==> config.mk <==
export PLATFORM = sky130hd
export DESIGN_NAME = ps2_mouse_packet_tracker_top
export DESIGN_NICKNAME = d
export VERILOG_FILES = /design/src/ps2mpt_pkg.sv /design/src/ps2mpt_fifo.sv /design/src/ps2mpt_front.sv /design/src/ps2mpt_back.sv /design/src/ps2_mouse_packet_tracker_top.sv
export SDC_FILE = /design/constraint.sdc
export NUM_CORES = 1
export LEC_CHECK = 0
export BUFFER_PORTS_ARGS = -buffer_cell sky130_fd_sc_hd__buf_2
export CORE_MARGIN = 1.5
export CORE_UTILIZATION = 60
export DETAILED_ROUTE_END_ITERATION = 12
export GPL_TIMING_DRIVEN = 0
export HOLD_SLACK_MARGIN = 0.1
export MAX_ROUTING_LAYER = met4
export PLACE_DENSITY = 0.79
export SLEW_MARGIN = 25
export SYNTH_ARGS = -nofsm -noshare
export SYNTH_HDL_FRONTEND = slang
export SYNTH_SLANG_ARGS = --single-unit
==> constraint.sdc <==
create_clock -name clock -period 8.27 [get_ports clock]
set_input_delay 0 -clock clock [delete_from_list [all_inputs] [get_ports clock]]
set_output_delay 0 -clock clock [all_outputs]
set_load 0.1 [all_outputs]
==> src/ps2mpt_pkg.sv <==
// ----------------------------------------------------------------------------
// ps2mpt_pkg
// Types and constants shared by the mouse packet tracker modules.
// ----------------------------------------------------------------------------
package ps2mpt_pkg;

   localparam int CSR_INDEX_BITS = 1;
   localparam int CSR_DATA_BITS  = 13;
   localparam int CURSOR_BITS    = 12;

   localparam logic [CSR_INDEX_BITS-1:0] CSR_SCREEN_WIDTH  = 1'b0;
   localparam logic [CSR_INDEX_BITS-1:0] CSR_SCREEN_HEIGHT = 1'b1;

   localparam logic [CSR_DATA_BITS-1:0] SCREEN_WIDTH_RESET  = 13'd320;
   localparam logic [CSR_DATA_BITS-1:0] SCREEN_HEIGHT_RESET = 13'd200;

   localparam int POS_X_RESET = 160;
   localparam int POS_Y_RESET = 100;

   localparam logic OP_DATA    = 1'b0;
   localparam logic OP_CONSUME = 1'b1;

   localparam logic [7:0] BYTE_SELF_TEST = 8'hAA;
   localparam logic [7:0] BYTE_DEVICE_ID = 8'h00;
   localparam logic [7:0] BYTE_ACK       = 8'hFA;

   localparam int HDR_SYNC_BIT = 3;
   localparam int BTN_LEFT     = 0;
   localparam int BTN_RIGHT    = 1;
   localparam int BTN_MIDDLE   = 2;

   typedef enum logic [2:0] {
      CMD_NONE,
      CMD_CONSUME,
      CMD_REINIT,
      CMD_SYNC_ERR,
      CMD_EVENT
   } cmd_kind_type;

   typedef struct packed {
      cmd_kind_type kind;
      logic [7:0]   delta_x;
      logic [8:0]   delta_y;
      logic [2:0]   buttons;
   } cmd_type;

   typedef struct packed {
      logic                   event_valid;
      logic [7:0]             delta_x;
      logic [8:0]             delta_y;
      logic                   button_left;
      logic                   button_right;
      logic                   button_middle;
      logic [CURSOR_BITS-1:0] cursor_x;
      logic [CURSOR_BITS-1:0] cursor_y;
      logic                   click_pending;
      logic                   click_taken;
      logic                   reinit_request;
      logic                   sync_error;
   } rsp_type;

endpackage

==> src/ps2mpt_fifo.sv <==
// ----------------------------------------------------------------------------
// ps2mpt_fifo
// Small register queue with show-ahead read; a push is taken while full if
// a pop happens in the same cycle.
// ----------------------------------------------------------------------------
module ps2mpt_fifo #(
   parameter int WIDTH = 8,
   parameter int DEPTH = 2
) (
   input  logic             clock,
   input  logic             reset,
   input  logic             push,
   input  logic [WIDTH-1:0] wdata,
   output logic             full,
   input  logic             pop,
   output logic [WIDTH-1:0] rdata,
   output logic             empty
);

   localparam int PTR_BITS = (DEPTH > 1) ? $clog2(DEPTH) : 1;
   localparam int CNT_BITS = $clog2(DEPTH + 1);

   logic [WIDTH-1:0]    slot_ff [DEPTH];
   logic [PTR_BITS-1:0] wr_ptr_ff, wr_ptr_in;
   logic [PTR_BITS-1:0] rd_ptr_ff, rd_ptr_in;
   logic [CNT_BITS-1:0] count_ff, count_in;
   logic                do_push;
   logic                do_pop;

   assign full    = (count_ff == CNT_BITS'(DEPTH));
   assign empty   = (count_ff == '0);
   assign rdata   = slot_ff[rd_ptr_ff];
   assign do_pop  = pop & ~empty;
   assign do_push = push & (~full | do_pop);

   always_comb begin
      wr_ptr_in = wr_ptr_ff;
      rd_ptr_in = rd_ptr_ff;
      count_in  = count_ff;
      if (do_push) begin
         wr_ptr_in = (wr_ptr_ff == PTR_BITS'(DEPTH - 1)) ? '0 : wr_ptr_ff + 1'b1;
      end
      if (do_pop) begin
         rd_ptr_in = (rd_ptr_ff == PTR_BITS'(DEPTH - 1)) ? '0 : rd_ptr_ff + 1'b1;
      end
      if (do_push && !do_pop) begin
         count_in = count_ff + 1'b1;
      end else if (do_pop && !do_push) begin
         count_in = count_ff - 1'b1;
      end
   end

   always_ff @(posedge clock) begin
      if (reset) begin
         wr_ptr_ff <= '0;
         rd_ptr_ff <= '0;
         count_ff  <= '0;
      end else begin
         wr_ptr_ff <= wr_ptr_in;
         rd_ptr_ff <= rd_ptr_in;
         count_ff  <= count_in;
      end
   end

   always_ff @(posedge clock) begin
      if (do_push) begin
         slot_ff[wr_ptr_ff] <= wdata;
      end
   end

endmodule

==> src/ps2mpt_front.sv <==
// ----------------------------------------------------------------------------
// ps2mpt_front
// Packet assembly: classifies each word and builds one command for the back
// end, tracking the byte position within the current packet.
// ----------------------------------------------------------------------------
module ps2mpt_front import ps2mpt_pkg::*; (
   input  logic       clock,
   input  logic       reset,
   input  logic       accept,
   input  logic       op,
   input  logic [7:0] data_byte,
   output cmd_type    cmd
);

   logic [1:0] byte_count_ff, byte_count_in;
   logic [7:0] header_byte_ff, header_byte_in;
   logic [7:0] x_move_byte_ff, x_move_byte_in;

   always_comb begin
      byte_count_in  = byte_count_ff;
      header_byte_in = header_byte_ff;
      x_move_byte_in = x_move_byte_ff;
      cmd.kind       = CMD_NONE;
      cmd.delta_x    = x_move_byte_ff;
      cmd.delta_y    = 9'd0 - {data_byte[7], data_byte};
      cmd.buttons    = header_byte_ff[2:0];
      priority if (op == OP_CONSUME) begin
         cmd.kind = CMD_CONSUME;
      end else if (data_byte == BYTE_SELF_TEST) begin
         byte_count_in = 2'd0;
      end else if (data_byte == BYTE_DEVICE_ID && byte_count_ff == 2'd0) begin
         cmd.kind = CMD_REINIT;
      end else if (data_byte == BYTE_ACK) begin
         cmd.kind = CMD_NONE;
      end else if (byte_count_ff == 2'd0) begin
         header_byte_in = data_byte;
         byte_count_in  = 2'd1;
      end else if (byte_count_ff == 2'd1) begin
         x_move_byte_in = data_byte;
         byte_count_in  = 2'd2;
      end else begin
         byte_count_in = 2'd0;
         cmd.kind      = header_byte_ff[HDR_SYNC_BIT] ? CMD_EVENT : CMD_SYNC_ERR;
      end
   end

   always_ff @(posedge clock) begin
      if (reset) begin
         byte_count_ff <= 2'd0;
      end else if (accept) begin
         byte_count_ff <= byte_count_in;
      end
   end

   always_ff @(posedge clock) begin
      if (accept) begin
         header_byte_ff <= header_byte_in;
         x_move_byte_ff <= x_move_byte_in;
      end
   end

endmodule

==> src/ps2mpt_back.sv <==
// ----------------------------------------------------------------------------
// ps2mpt_back
// Command execution: holds buttons, pending click, cursor and screen limits,
// and forms the result word for each command.
// ----------------------------------------------------------------------------
module ps2mpt_back import ps2mpt_pkg::*; #(
   parameter int POS_BITS = 12
) (
   input  logic                      clock,
   input  logic                      reset,
   input  logic                      fire,
   input  cmd_type                   cmd,
   input  logic                      csr_write_en,
   input  logic [CSR_INDEX_BITS-1:0] csr_index,
   input  logic [CSR_DATA_BITS-1:0]  csr_wdata,
   output rsp_type                   rsp
);

   localparam int LW = (POS_BITS + 1 > CSR_DATA_BITS) ? POS_BITS + 1 : CSR_DATA_BITS;
   localparam int VW = ((POS_BITS > 9) ? POS_BITS : 9) + 2;

   function automatic logic [POS_BITS-1:0] axis_max(input logic [CSR_DATA_BITS-1:0] lim);
      logic [LW-1:0] lim_ext;
      lim_ext = LW'(lim);
      if (lim_ext == '0) begin
         return '0;
      end else if (lim_ext > (LW'(1) << POS_BITS)) begin
         return '1;
      end else begin
         return POS_BITS'(lim_ext - LW'(1));
      end
   endfunction

   function automatic logic [POS_BITS-1:0] clamp_axis(input logic [POS_BITS-1:0] pos,
                                                      input logic signed [8:0] d,
                                                      input logic [POS_BITS-1:0] hi);
      logic signed [VW-1:0] sum;
      sum = $signed({{(VW - POS_BITS){1'b0}}, pos}) + VW'(d);
      if (sum < 0) begin
         return '0;
      end else if (sum > $signed({{(VW - POS_BITS){1'b0}}, hi})) begin
         return hi;
      end else begin
         return sum[POS_BITS-1:0];
      end
   endfunction

   function automatic logic [CURSOR_BITS-1:0] to_cursor(input logic [POS_BITS-1:0] p);
      logic [31:0] wide;
      wide = 32'(p);
      return wide[CURSOR_BITS-1:0];
   endfunction

   logic [CSR_DATA_BITS-1:0] screen_width_ff;
   logic [CSR_DATA_BITS-1:0] screen_height_ff;
   logic [POS_BITS-1:0]      pos_x_ff, pos_x_in;
   logic [POS_BITS-1:0]      pos_y_ff, pos_y_in;
   logic [2:0]               held_ff, held_in;
   logic                     click_ff, click_in;
   logic [POS_BITS-1:0]      max_x;
   logic [POS_BITS-1:0]      max_y;
   logic                     is_event;

   assign max_x    = axis_max(screen_width_ff);
   assign max_y    = axis_max(screen_height_ff);
   assign is_event = (cmd.kind == CMD_EVENT);

   always_comb begin
      pos_x_in = pos_x_ff;
      pos_y_in = pos_y_ff;
      held_in  = held_ff;
      click_in = click_ff;
      unique case (cmd.kind)
         CMD_CONSUME: begin
            click_in = 1'b0;
         end
         CMD_EVENT: begin
            if (cmd.buttons[BTN_LEFT] && !held_ff[BTN_LEFT]) begin
               click_in = 1'b1;
            end
            held_in  = cmd.buttons;
            pos_x_in = clamp_axis(pos_x_ff, {cmd.delta_x[7], cmd.delta_x}, max_x);
            pos_y_in = clamp_axis(pos_y_ff, cmd.delta_y, max_y);
         end
         default: begin
            held_in = held_ff;
         end
      endcase
   end

   always_comb begin
      rsp.event_valid    = is_event;
      rsp.delta_x        = is_event ? cmd.delta_x : 8'd0;
      rsp.delta_y        = is_event ? cmd.delta_y : 9'd0;
      rsp.button_left    = held_in[BTN_LEFT];
      rsp.button_right   = held_in[BTN_RIGHT];
      rsp.button_middle  = held_in[BTN_MIDDLE];
      rsp.cursor_x       = to_cursor(pos_x_in);
      rsp.cursor_y       = to_cursor(pos_y_in);
      rsp.click_pending  = click_in;
      rsp.click_taken    = (cmd.kind == CMD_CONSUME) & click_ff;
      rsp.reinit_request = (cmd.kind == CMD_REINIT);
      rsp.sync_error     = (cmd.kind == CMD_SYNC_ERR);
   end

   always_ff @(posedge clock) begin
      if (reset) begin
         pos_x_ff <= POS_BITS'(POS_X_RESET);
         pos_y_ff <= POS_BITS'(POS_Y_RESET);
         held_ff  <= 3'd0;
         click_ff <= 1'b0;
      end else if (fire) begin
         pos_x_ff <= pos_x_in;
         pos_y_ff <= pos_y_in;
         held_ff  <= held_in;
         click_ff <= click_in;
      end
   end

   always_ff @(posedge clock) begin
      if (reset) begin
         screen_width_ff  <= SCREEN_WIDTH_RESET;
         screen_height_ff <= SCREEN_HEIGHT_RESET;
      end else if (csr_write_en) begin
         unique case (csr_index)
            CSR_SCREEN_WIDTH:  screen_width_ff  <= csr_wdata;
            CSR_SCREEN_HEIGHT: screen_height_ff <= csr_wdata;
            default:           screen_width_ff  <= screen_width_ff;
         endcase
      end
   end

   a_consume_clears: assert property (@(posedge clock) disable iff (reset)
      fire && cmd.kind == CMD_CONSUME |=> !click_ff)
      else $error("pending click survived a consume");

   a_event_buttons: assert property (@(posedge clock) disable iff (reset)
      fire && is_event |=> held_ff == $past(cmd.buttons))
      else $error("held buttons not taken from packet header");

   a_cursor_hold: assert property (@(posedge clock) disable iff (reset)
      fire && !is_event |=> $stable(pos_x_ff) && $stable(pos_y_ff))
      else $error("cursor moved without a decoded packet");

endmodule

==> src/ps2_mouse_packet_tracker_top.sv <==
// ----------------------------------------------------------------------------
// ps2_mouse_packet_tracker_top
// PS/2 mouse three-byte packet decoder with clamped cursor and click latch.
//
//   channel  ports                           handshake
//   req      req_op, req_data_byte           push / full
//   rsp      rsp_* (12 fields)               empty / pop
//   csr      csr_index, csr_wdata            csr_write_en, no wait
//
// One word per cycle sustained while results are popped; every word gives
// exactly one result word. A taken word waits in the command queue, is run
// by the back end as it is written into the result queue, and is then on the
// result ports; a full result queue that is not popped holds it back.
// Reset is synchronous; screen limits return to 320 by 200, cursor to 160,100.
// ----------------------------------------------------------------------------
module ps2_mouse_packet_tracker_top import ps2mpt_pkg::*; #(
   parameter int POS_BITS = 12
) (
   input  logic                      clock,
   input  logic                      reset,
   input  logic                      push,
   output logic                      full,
   input  logic                      req_op,
   input  logic [7:0]                req_data_byte,
   output logic                      empty,
   input  logic                      pop,
   output logic                      rsp_event_valid,
   output logic signed [7:0]         rsp_delta_x,
   output logic signed [8:0]         rsp_delta_y,
   output logic                      rsp_button_left,
   output logic                      rsp_button_right,
   output logic                      rsp_button_middle,
   output logic [CURSOR_BITS-1:0]    rsp_cursor_x,
   output logic [CURSOR_BITS-1:0]    rsp_cursor_y,
   output logic                      rsp_click_pending,
   output logic                      rsp_click_taken,
   output logic                      rsp_reinit_request,
   output logic                      rsp_sync_error,
   input  logic                      csr_write_en,
   input  logic [CSR_INDEX_BITS-1:0] csr_index,
   input  logic [CSR_DATA_BITS-1:0]  csr_wdata
);

   logic    accept;
   cmd_type front_cmd;
   cmd_type back_cmd;
   logic    cmd_empty;
   logic    rsp_full;
   logic    fire;
   rsp_type back_rsp;
   rsp_type out_rsp;

   assign accept = push & ~full;
   assign fire   = ~cmd_empty & (~rsp_full | pop);

   ps2mpt_front u_front (
      .clock     (clock),
      .reset     (reset),
      .accept    (accept),
      .op        (req_op),
      .data_byte (req_data_byte),
      .cmd       (front_cmd)
   );

   ps2mpt_fifo #(
      .WIDTH ($bits(cmd_type)),
      .DEPTH (2)
   ) u_cmd_fifo (
      .clock (clock),
      .reset (reset),
      .push  (accept),
      .wdata (front_cmd),
      .full  (full),
      .pop   (fire),
      .rdata (back_cmd),
      .empty (cmd_empty)
   );

   ps2mpt_back #(
      .POS_BITS (POS_BITS)
   ) u_back (
      .clock        (clock),
      .reset        (reset),
      .fire         (fire),
      .cmd          (back_cmd),
      .csr_write_en (csr_write_en),
      .csr_index    (csr_index),
      .csr_wdata    (csr_wdata),
      .rsp          (back_rsp)
   );

   ps2mpt_fifo #(
      .WIDTH ($bits(rsp_type)),
      .DEPTH (2)
   ) u_rsp_fifo (
      .clock (clock),
      .reset (reset),
      .push  (fire),
      .wdata (back_rsp),
      .full  (rsp_full),
      .pop   (pop),
      .rdata (out_rsp),
      .empty (empty)
   );

   assign rsp_event_valid    = out_rsp.event_valid;
   assign rsp_delta_x        = out_rsp.delta_x;
   assign rsp_delta_y        = out_rsp.delta_y;
   assign rsp_button_left    = out_rsp.button_left;
   assign rsp_button_right   = out_rsp.button_right;
   assign rsp_button_middle  = out_rsp.button_middle;
   assign rsp_cursor_x       = out_rsp.cursor_x;
   assign rsp_cursor_y       = out_rsp.cursor_y;
   assign rsp_click_pending  = out_rsp.click_pending;
   assign rsp_click_taken    = out_rsp.click_taken;
   assign rsp_reinit_request = out_rsp.reinit_request;
   assign rsp_sync_error     = out_rsp.sync_error;

endmodule
==> Word-level counts from Yosys, hierarchy flattened <==
Memories as Yosys holds them, arrays and structs flattened. A register that Yosys moved wholly into a read port is not among the register bits.
Cells that the tools add are included.
{ "word_totals": {"regBits": 76, "ramBits": 144, "input_bits": 28, "word_cells": 134, "mem_count": 2} }
{ "op_classes": {"addsub": 13, "magnitude_cmp": 6, "n_eq_ne": 11, "mux": 43, "bitwise_logic": 20, "n_reduce_logical": 24} }
{ "memory_table": {"columns": ["memory", "depth", "word_bits", "read_ports", "rd_ports_with_merged_regs", "write_ports", "line_no", "source"], "rows": [
  ["u_rsp_fifo.slot_ff", 2, 49, 1, 1, 1, "ps2mpt_fifo.sv:23", "logic [WIDTH-1:0] slot_ff [DEPTH];"],
  ["u_cmd_fifo.slot_ff", 2, 23, 1, 1, 1, "ps2mpt_fifo.sv:23", null]
]} }
{ "ops": {"columns": ["cell", "count"], "rows": [
  ["$mux W12", 10],
  ["$gt A14 B13 Y1", 2],
  ["$lt A14 B1 Y1 const B", 2],
  ["$gt A13 B13 Y1 const B", 2],
  ["$logic_not A13 Y1", 2],
  ["$mux W3", 8],
  ["$sub A12 B1 Y12 const B", 2],
  ["$mux W2", 9],
  ["$eq A8 B8 Y1 const B", 2],
  ["$add A13 B8 Y14", 1],
  ["$add A13 B9 Y14", 1],
  ["$mux W1", 13],
  ["$not A1 Y1", 10],
  ["$mux W9", 1],
  ["$sub A1 B8 Y9 const A", 1],
  ["$logic_not A8 Y1", 1],
  ["$mux W8", 1],
  ["$and A1 B1 Y1", 7],
  ["$reduce_and A7 Y1", 1],
  ["$eq A3 B2 Y1 const B", 2],
  ["$logic_and A1 B1 Y1", 6],
  ["$logic_not A2 Y1", 3],
  ["$reduce_and A6 Y1", 1],
  ["$logic_not A1 Y1", 5],
  ["13 further kinds", 24]
]} }

==> Depth between registers and ports, before layout <==
Gate-level depths: netlist (run 1).
{ "logic_depth": {"ltp_word": 11, "mapped_depth": 23} }

==> Hierarchy <==
Synthesis (run 1) repeated with hierarchy kept, for this count alone.
{ "unflattened": {"cells_unflattened": 1050, "area_unflattened_um2": 11612.4} }
{ "by_module_without_submodules": {"columns": ["mod", "instances", "cells_per_inst", "area_each_um2"], "rows": [
  ["ps2mpt_back", 1, 706, 5188.7],
  ["ps2mpt_fifo at u_rsp_fifo", 1, 177, 3757.4],
  ["ps2mpt_fifo at u_cmd_fifo", 1, 96, 1883.1],
  ["ps2mpt_front", 1, 68, 764.5],
  ["ps2_mouse_packet_tracker_top", 1, 3, 18.8]
]} }

==> Worst setup path after synthesis (run 1) <==
Ideal clock, no wire load.
{ "synth_timing": {"path_type": "reg2reg", "start": "register with a tool-made name", "end": "memory u_rsp_fifo.slot_ff[0][10] (netlist bit), data pin", "setup_time_ps": 276, "arrival_time_ps": 4368, "required_time_ps": 7994, "setup_slack_ps": 3626, "stages_incl_launch_ff": 23, "path_buffers": 3, "synth_period_minus_slack_ps": 4644, "cell_sequence": "dfxtp_1 > buf_2 > buf_1 > mux2_2 > ha_1 > inv_1 > fa_1 > nor2b_1 > o31ai_1 > a21oi_1 > a21o_1 > and4_1 > nor3_1 > inv_1 > ha_1 > nand4_1 > nor4_1 > a211oi_1 > a2bb2oi_1 > clkbuf_1 > a21oi_1 > a31oi_1 > o21ai_0"} }
{ "synth_lines": {"columns": ["element", "line_no"], "rows": [
  ["end, declared", "ps2mpt_fifo.sv:23"]
]} }

==> results.json, run 1 <==
{
  "crit_buf_inv": 5,
  "grt_start_max_net_pins": 36,
  "fmax_ghz": 0.167,
  "totalWireLength_mm": 29.6,
  "synthCells": 1083,
  "synthAdderAreaFrac_pct": 6.74,
  "cts_setup_buffers": 0,
  "die_w_um": 141,
  "min_path_type": "input pin to register",
  "max-slew-margin-rel_pct": 46.0,
  "synth-compound-area-share_pct": 13.0,
  "drt_first_pass_iters": 5,
  "final_util_pct": 71.1,
  "synth.mux.area_fraction_pct": 7.12,
  "synth_top_area_cell": "edfxtp_1",
  "io_pins": 79,
  "max-clock-path-buffers": 3,
  "timing.final.crit_share_pct": 72.5,
  "clock_latency_ns": 0.52,
  "synth_seq_area_share_pct": 52.2,
  "drive_gt1_share_pct": 16.9,
  "worstSetupEndpointType": "register",
  "antenna_left": 0,
  "dieArea_mm2": 0.0200,
  "worst_pin_slew_ns": 0.811,
  "globalplace.congestion": 0.971,
  "setup_viol": 0,
  "syn_area_mm2": 0.0115,
  "yosys.area_share.xor_xnor_pct": 3.35,
  "die_h_um": 141,
  "antenna_found_initial": 0,
  "cp_max_fo": 10,
  "num_rows": 50,
  "startpoint_type": "register",
  "clkTransAtPathRegs_ns": 0.06,
  "synth_most_common_cell": "edfxtp_1",
  "initial_core_util_pct": 61.3,
  "synth_commonest_cells": "edfxtp_1, nand2_1, a21oi_1, dfxtp_1, nor2_1",
  "ys.warnings.count": 0,
  "yosys.area_share.simple_pct": 14.6,
  "drtIter0Drc": 723,
  "vias": 9031,
  "maxCapViolCount": 0,
  "cpPeakStageDelay_ns": 0.57,
  "finalSetupTns_ns": 0,
  "finalCriticalPeriod_ns": 6.00,
  "worstPathArrival_ns": 6.23,
  "synth_top_family_by_area": "simple AND/OR/NAND/NOR gates",
  "cts_sinks": 222,
  "cts_buffers": 24,
  "finClkSkew_ns": 0.0100,
  "critPathSlowestCell": "buf_1",
  "grt_setup_unrepaired": "no",
  "synth_area_per_cell_um2": 10.6,
  "postPlaceCellArea_mm2": 0.0123,
  "io_buffers": 77,
  "path_cells": "buf_2, buf_1, mux2_2, ha_1, inv_1, fa_1, nor2b_1, o31ai_1, a21oi_1, a21o_1, and4_1, nor3_1, inv_1, ha_1, nand4_1, nor4_1, a211oi_1, a2bb2oi_1, clkbuf_1, a21oi_1, a31oi_1, o21ai_0",
  "synth_cell_types": 67,
  "core_mm2": 0.0188,
  "wl_per_cell_um": 20.1,
  "grt_pass1_vias": 8764,
  "cts_tree": "built",
  "nets": 1307,
  "async_flop_share_pct": 0,
  "hpwl_mm": 21.0,
  "drc": 0,
  "worstPathRequired_ns": 8.50,
  "synth_area_leaders": "edfxtp_1, dfxtp_1, ha_1, mux2_2, a21oi_1",
  "synth_top_flop_cell": "edfxtp_1",
  "status": "finished clean",
  "synth_nets": 1171,
  "diodes": 0,
  "viasPerCell": 6.14,
  "cts_root_buf": "clkbuf_16",
  "grtUsageTotal_pct": 30.8,
  "area_growth_pct": 15.9,
  "hold_viol": 0,
  "slew_violations": 0,
  "cts_resized": 0,
  "final_area_mm2": 0.0133,
  "grt_pass1_wl_mm": 46.4,
  "cts_hold_buf": 29,
  "fill_cells": 1342,
  "crit_type": "register to register",
  "cp_top_family": "compound AO/OA/AOI/OAI gates",
  "htreeDepth": 1,
  "overflow": 0,
  "synth_edf_count": 156,
  "ys_ff_latch": 222,
  "synth_top_area_share_pct": 40.7
}
area by class of cell:
| type | instances | area [um2] | area share, % |
|---|---|---|---|
| clock inverter | 12 | 97.6 | 0.731 |
| clock buffer | 32 | 651 | 4.88 |
| tap | 234 | 293 | 2.19 |
| sequential | 222 | 6010 | 45.0 |
| buffer | 44 | 170 | 1.28 |
| multi-input combinational | 771 | 5200 | 38.9 |
| timing repair buffer | 110 | 758 | 5.68 |
| inverter | 46 | 173 | 1.29 |
logic make-up (layout without fill, tap and decap cells):
| kind of cell | after synthesis | in the layout |
|---|---|---|
| compound gates | 247 | 247 |
| flops | 222 | 222 |
| xor+xnor | 44 | 44 |
| fa+ha+maj | 61 | 61 |
| mux | 74 | 74 |
| simple gates | 345 | 345 |
| buf+inv | 90 | 244 |
state kept, by name, summed over array words and instances (netlist names), named ones only:
signal and count:
u_back.click_ff 1, u_back.held_ff 3, u_back.pos_x_ff 12, u_back.pos_y_ff 12, u_back.screen_height_ff 13, u_back.screen_width_ff 13, u_cmd_fifo.count_ff 2, u_cmd_fifo.rd_ptr_ff 1
u_cmd_fifo.slot_ff 46, u_cmd_fifo.wr_ptr_ff 1, u_front.byte_count_ff 2, u_front.header_byte_ff 4, u_front.x_move_byte_ff 8, u_rsp_fifo.count_ff 2, u_rsp_fifo.rd_ptr_ff 1, u_rsp_fifo.slot_ff 98
u_rsp_fifo.wr_ptr_ff 1
metrics by stage:
stage                     worst slack [ns]  hold WS, ns  std cells
after floorplan                       3.63       0.0989       1083
after global placement                2.51        0.247       1394
after detailed placement              2.42        0.250       1398
after CTS                             2.41        0.258       1471
after global routing                  1.91        0.316       1471
final                                 2.27        0.303       1471
cells in the final DEF, fill, tap and decap left out, types with 39 or more instances in the layout:
| cell | instances |
|---|---|
| buf_2 | 81 |
| edfxtp_1 | 156 |
| inv_1 | 45 |
| mux2_2 | 63 |
| o21ai_0 | 49 |
| ha_1 | 58 |
| clkbuf_1 | 39 |
| a21oi_1 | 98 |
| nor2_1 | 61 |
| nand2_1 | 119 |
| dfxtp_1 | 66 |
final timing paths:
kind,startpoint,to,slack (ns),cells past startpoint
setup reg to reg,register,u_rsp_fifo.slot_ff[0][10],2.27,22
setup / recovery,register,u_rsp_fifo.slot_ff[0][10],2.27,22
hold reg to reg,u_front.x_move_byte_ff[4],u_cmd_fifo.slot_ff[0][16],0.45,0
hold / removal,csr_wdata[6],u_back.screen_height_ff[6],0.30,4
metal layers:
layer	vias up	global-route usage, %	wire length [um]
met2	430	49.1	13700
met3	83	5.03	2310
li1	4275	-	-
met4	0	10.4	1060
met5	-	-	0
met1	4243	40.3	12500
tightest hold or removal path, delay by kind of cell:
family / cells / cell delay [ns]
buffers and inverters: 2 / 0.67
AND/OR/NAND/NOR: 2 / 0.12
Power of run 1 is left out: the tool's default activity adds up to more than one toggle a clock period on the data nets, which glitch-free logic cannot reach.
==> inputs of run 2 (changes only) <==
CORE_UTILIZATION = 55   (was 60)
PLACE_DENSITY = 0.76   (was 0.79)
clock period = 5.43 ns   (was 8.27 ns; I/O delays follow)
==> run 2 against run 1 <==
  * Critical path depth unchanged
  * Cell count increased by 2.6%
  * Register-to-register slack got worse by 2.1 ns
  * Sequential share of layout area is 0.38 points lower
  * Global-route usage is 2.6 points lower
  * Clock skew grew 0.0042 ns
  * Maximum frequency is 15% higher
==> results.json, run 2 (synthesized netlist as in run 1, its figures left out) <==
{
  "drt_first_pass_iters": 5,
  "regMostFlops": "u_rsp_fifo.slot_ff",
  "die_w_um": 148,
  "dp_cells": 1433,
  "io_pins": 79,
  "crit_type": "register to register",
  "cts_buffers": 24,
  "globalplace.congestion": 0.938,
  "drive_gt1_share_pct": 17.8,
  "worstSetupEndpointType": "register",
  "nets": 1309,
  "final_util_pct": 66.1,
  "clock_latency_ns": 0.52,
  "die_h_um": 148,
  "drtIter0Drc": 674,
  "initial_core_util_pct": 56.5,
  "min_path_type": "input pin to register",
  "drc": 0,
  "area_growth_pct": 16.9,
  "finalCriticalPeriod_ns": 5.22,
  "maxCapViolCount": 0,
  "worstPathRequired_ns": 5.63,
  "viasPerCell": 6.02,
  "worst_pin_slew_ns": 0.874,
  "antenna_left": 0,
  "final_common_cell": "edfxtp_1",
  "reg2reg_slack_ns": 0.21,
  "largest_reg_flops": 98,
  "hpwl_mm": 21.1,
  "num_rows": 52,
  "grt_start_max_net_pins": 34,
  "cts_root_buf": "clkbuf_16",
  "cts_sinks": 222,
  "grt_pass1_wl_mm": 46.6,
  "vias": 9080,
  "grtUsageTotal_pct": 28.1,
  "timing.final.crit_share_pct": 96.0,
  "dieArea_mm2": 0.0218,
  "antenna_found_initial": 0,
  "grt_setup_unrepaired": "no",
  "overflow": 0,
  "max-slew-margin-rel_pct": 41.7,
  "startpoint_type": "register",
  "totalWireLength_mm": 29.7,
  "cts_tree": "built",
  "diodes": 0,
  "wl_per_cell_um": 19.7,
  "hold_viol": 0,
  "clkTransAtPathRegs_ns": 0.06,
  "slew_violations": 0,
  "status": "finished clean",
  "final_cells": 1509,
  "io_buffers": 77,
  "grt_pass1_vias": 8815,
  "setup_viol": 0,
  "finClkSkew_ns": 0.0143,
  "reg.largest.list": "u_rsp_fifo.slot_ff: 98 flops, u_cmd_fifo.slot_ff: 46 flops",
  "htreeDepth": 1,
  "worstPathArrival_ns": 5.42,
  "max-clock-path-buffers": 3,
  "fill_cells": 1581,
  "cp_max_fo": 10,
  "core_mm2": 0.0204,
  "layout_common_cells": "edfxtp_1, nand2_1, a21oi_1",
  "fmax_ghz": 0.192
}
## run 2: changes by cell type in the layout (fill, tap and decap cells not counted), moves of 2 or more
cell / before / now
clkbuf_4: 0 / 2
buf_1: 7 / 5
clkbuf_2: 0 / 2
o21ai_0: 49 / 47
clkbuf_1: 39 / 37
inv_6: 0 / 2
o21ai_1: 3 / 5
mux2i_1: 11 / 7
mux2i_2: 0 / 4
dlygate4sd3_1: 29 / 32
## run 2: layer usage
layer  wire (um)  vias to the layer above  track usage (%)
li1            -                     4276                -
met4         974                        0             10.4
met2       14000                      371             45.0
met3        2100                       83             3.18
met1       12700                     4350             37.2
met5           0                        -                -
## run 2: timing repair
item,CTS,global route
pin swaps,0,0
setup buffers,0,0
endpoints found under the setup margin,31,36
cloned,0,0
gates resized for setup,5,11
hold buffers,32,0
hold endpoints to repair,68,0
## run 2: final timing paths
check,depth (start not counted),start,to
worst min-delay path,3,reset,u_back.pos_y_ff[5]
worst max-delay path,22,register,u_rsp_fifo.slot_ff[1][6]
worst max register to register,22,register,u_rsp_fifo.slot_ff[1][6]
worst min register to register,0,u_front.x_move_byte_ff[6],u_cmd_fifo.slot_ff[0][18]
## run 2: final cells by class
class	count	area [um2]	share of cell area, %
Inverter	46	173	1.28
Multi-Input combinational cell	771	5240	38.9
Sequential cell	222	6010	44.6
Clock inverter	13	108	0.800
Clock buffer	31	637	4.73
Buffer	44	180	1.34
Timing Repair Buffer	112	781	5.80
Tap cell	270	338	2.51
## run 2: stage by stage
step	area (um2)	setup TNS (ns)	hold WS [ns]	setup WS, ns
floorplan	11500	0	0.0989	0.786
global placement	12200	-1.97	0.244	-0.264
detailed placement	12300	-4.58	0.248	-0.370
CTS	13400	0	0.126	0.00669
global route	13500	0	0.195	0.00675
finish	13500	0	0.161	0.215
## run 2: worst max-delay path: stages, from the launching register on
cell       delay (ns)
dfxtp_1          0.30
buf_2            0.23
clkbuf_4         0.28
mux2_2           0.40
ha_1             0.20
inv_1            0.07
fa_1             0.21
nor2b_1          0.08
o31ai_2          0.28
a21oi_1          0.15
a21o_1           0.25
and4_1           0.22
nor3_2           0.22
inv_1            0.07
ha_1             0.30
nand4_1          0.14
nor4_2           0.32
a211oi_1         0.09
a2bb2oi_1        0.27
clkbuf_2         0.27
a21oi_1          0.10
a31oi_1          0.20
o21ai_0          0.22
Power of run 2 is left out for the same reason.
==> inputs of run 3 (changes only) <==
SYNTH_HIERARCHICAL = 1   (was not set)
==> run 3 against run 2 <==
  * Synthesized cell count shrank 3.0%
  * Routed wire length shrank 7.9%
  * Global-route usage shrank 2.1 points
==> results.json, run 3 <==
{
  "final_common_cell": "edfxtp_1",
  "synth_nets": 1138,
  "cts_buffers": 23,
  "globalplace.congestion": 0.926,
  "setup_viol": 0,
  "synth_top_area_cell": "edfxtp_1",
  "io_pins": 79,
  "synth_seq_area_share_pct": 51.7,
  "synth_commonest_cells": "edfxtp_1, nand2_1, dfxtp_1, nor2_1, mux2_2",
  "vias": 8449,
  "synthCells": 1050,
  "regMostFlops": "u_rsp_fifo/slot_ff",
  "final_util_pct": 66.0,
  "dieArea_mm2": 0.0220,
  "synth_edf_count": 156,
  "htreeDepth": 1,
  "grt_pass1_vias": 8263,
  "largest_reg_flops": 98,
  "die_w_um": 148,
  "fmax_ghz": 0.194,
  "finClkSkew_ns": 0.0193,
  "cts_setup_buffers": 0,
  "ys_ff_latch": 222,
  "ys.warnings.count": 6,
  "clock_latency_ns": 0.51,
  "worstSetupEndpointType": "register",
  "io_buffers": 78,
  "layout_common_cells": "edfxtp_1, nand2_1, buf_2",
  "maxCapViolCount": 0,
  "cts_root_buf": "clkbuf_16",
  "async_flop_share_pct": 0,
  "timing.final.crit_share_pct": 95.1,
  "reg.largest.list": "u_rsp_fifo/slot_ff: 98 flops, u_cmd_fifo/slot_ff: 46 flops",
  "grtUsageTotal_pct": 26.0,
  "synth_top_area_share_pct": 40.3,
  "initial_core_util_pct": 56.7,
  "wl_per_cell_um": 18.5,
  "slew_violations": 0,
  "antenna_left": 0,
  "drtIter0Drc": 654,
  "worstPathArrival_ns": 5.35,
  "cp_max_fo": 10,
  "clkTransAtPathRegs_ns": 0.06,
  "nets": 1280,
  "worst_pin_slew_ns": 0.740,
  "hold_viol": 0,
  "grt_setup_unrepaired": "no",
  "synth_area_leaders": "edfxtp_1, dfxtp_1, ha_1, mux2_2, nand2_1",
  "status": "finished clean",
  "max-slew-margin-rel_pct": 49.2,
  "viasPerCell": 5.71,
  "num_rows": 52,
  "worstPathRequired_ns": 5.61,
  "crit_type": "register to register",
  "synth_area_per_cell_um2": 11.1,
  "synth_top_flop_cell": "edfxtp_1",
  "totalWireLength_mm": 27.4,
  "min_path_type": "input pin to register",
  "antenna_found_initial": 0,
  "cts_sinks": 222,
  "overflow": 0,
  "drt_first_pass_iters": 5,
  "grt_start_max_net_pins": 30,
  "finalSetupTns_ns": 0,
  "grt_pass1_wl_mm": 43.6,
  "drive_gt1_share_pct": 19.2,
  "cts_tree": "built",
  "startpoint_type": "register",
  "finalCriticalPeriod_ns": 5.17,
  "synth_most_common_cell": "edfxtp_1",
  "die_h_um": 148,
  "syn_area_mm2": 0.0116,
  "max-clock-path-buffers": 3,
  "hpwl_mm": 19.7,
  "synth_cell_types": 77,
  "drc": 0,
  "area_growth_pct": 16.5,
  "core_mm2": 0.0205,
  "diodes": 0
}
## run 3: layout make-up
type	count	area, um2
Fill cell	1546	6970
Sequential cell	222	6010
Buffer	42	248
Clock inverter	11	93.8
Inverter	51	191
Timing Repair Buffer	117	826
Clock buffer	31	636
Multi-Input combinational cell	735	5190
Tap cell	270	338
## run 3: path summary, 6_finish.rpt
check / cells past startpoint / slack (ns) / startpoint / end
setup / recovery: 20 / 0.26 / register / u_rsp_fifo/slot_ff[1][9]
hold / removal: 2 / 0.23 / req_data_byte[6] / u_front/x_move_byte_ff[6]
setup reg to reg: 20 / 0.26 / register / u_rsp_fifo/slot_ff[1][9]
hold reg to reg: 0 / 0.43 / u_front/x_move_byte_ff[1] / u_cmd_fifo/slot_ff[0][13]
## run 3: critical path, stage by stage, from the launching register on
cell and delay [ns]:
dfxtp_1 0.43, clkbuf_4 0.31, mux2_2 0.38, ha_1 0.31
a21oi_1 0.19, nor2_1 0.09, or2_2 0.30, a21o_1 0.18
a21oi_1 0.17, xor2_1 0.24, inv_1 0.07, ha_1 0.29
nand4_1 0.11, a211oi_1 0.23, o41ai_1 0.12, a21o_1 0.20
a2111oi_1 0.38, a31o_2 0.23, buf_4 0.23, mux2i_1 0.24
o21ai_0 0.16
## run 3: per-layer routing
layer	vias up	GRT usage, %	part of all wire (%)
met2	268	43.1	48
met4	0	7.82	2.9
li1	4074	-	-
met3	52	2.91	5.6
met1	4055	34.0	43
met5	-	-	0
## run 3: logic make-up (layout without fill, tap and decap cells)
kind of cell               Yosys count  in the layout  synth area share (%)
AOI/OAI and AO/OA                  207            207                  11.4
xor gates and xnor gates            47             47                  3.54
adders and majority gates           61             61                  6.68
buffers and inverters               93            252                  3.76
DFF                                222            222                  51.7
muxes                              100            100                  9.42
and+or+nand+nor                    320            320                  13.4
## run 3: timing repair
action                                  4_1_cts  5_1_grt
endpoints found under the setup margin        0       20
endpoints found under the hold margin        73        0
hold buffers                                 36        0
gates resized for setup                       0        2
## run 3: metrics by stage
step | area, um2 | std cells | hold slack [ns] | worst slack (ns)
after detailed placement | 12400 | 1401 | 0.223 | 0.242
final | 13500 | 1479 | 0.234 | 0.265
after CTS | 13500 | 1479 | 0.226 | 0.193
after floorplan | 11600 | 1050 | 0.0691 | 0.964
after global placement | 12300 | 1398 | 0.225 | 0.323
after global routing | 13500 | 1479 | 0.248 | 0.00291
Power of run 3 is left out for the same reason.
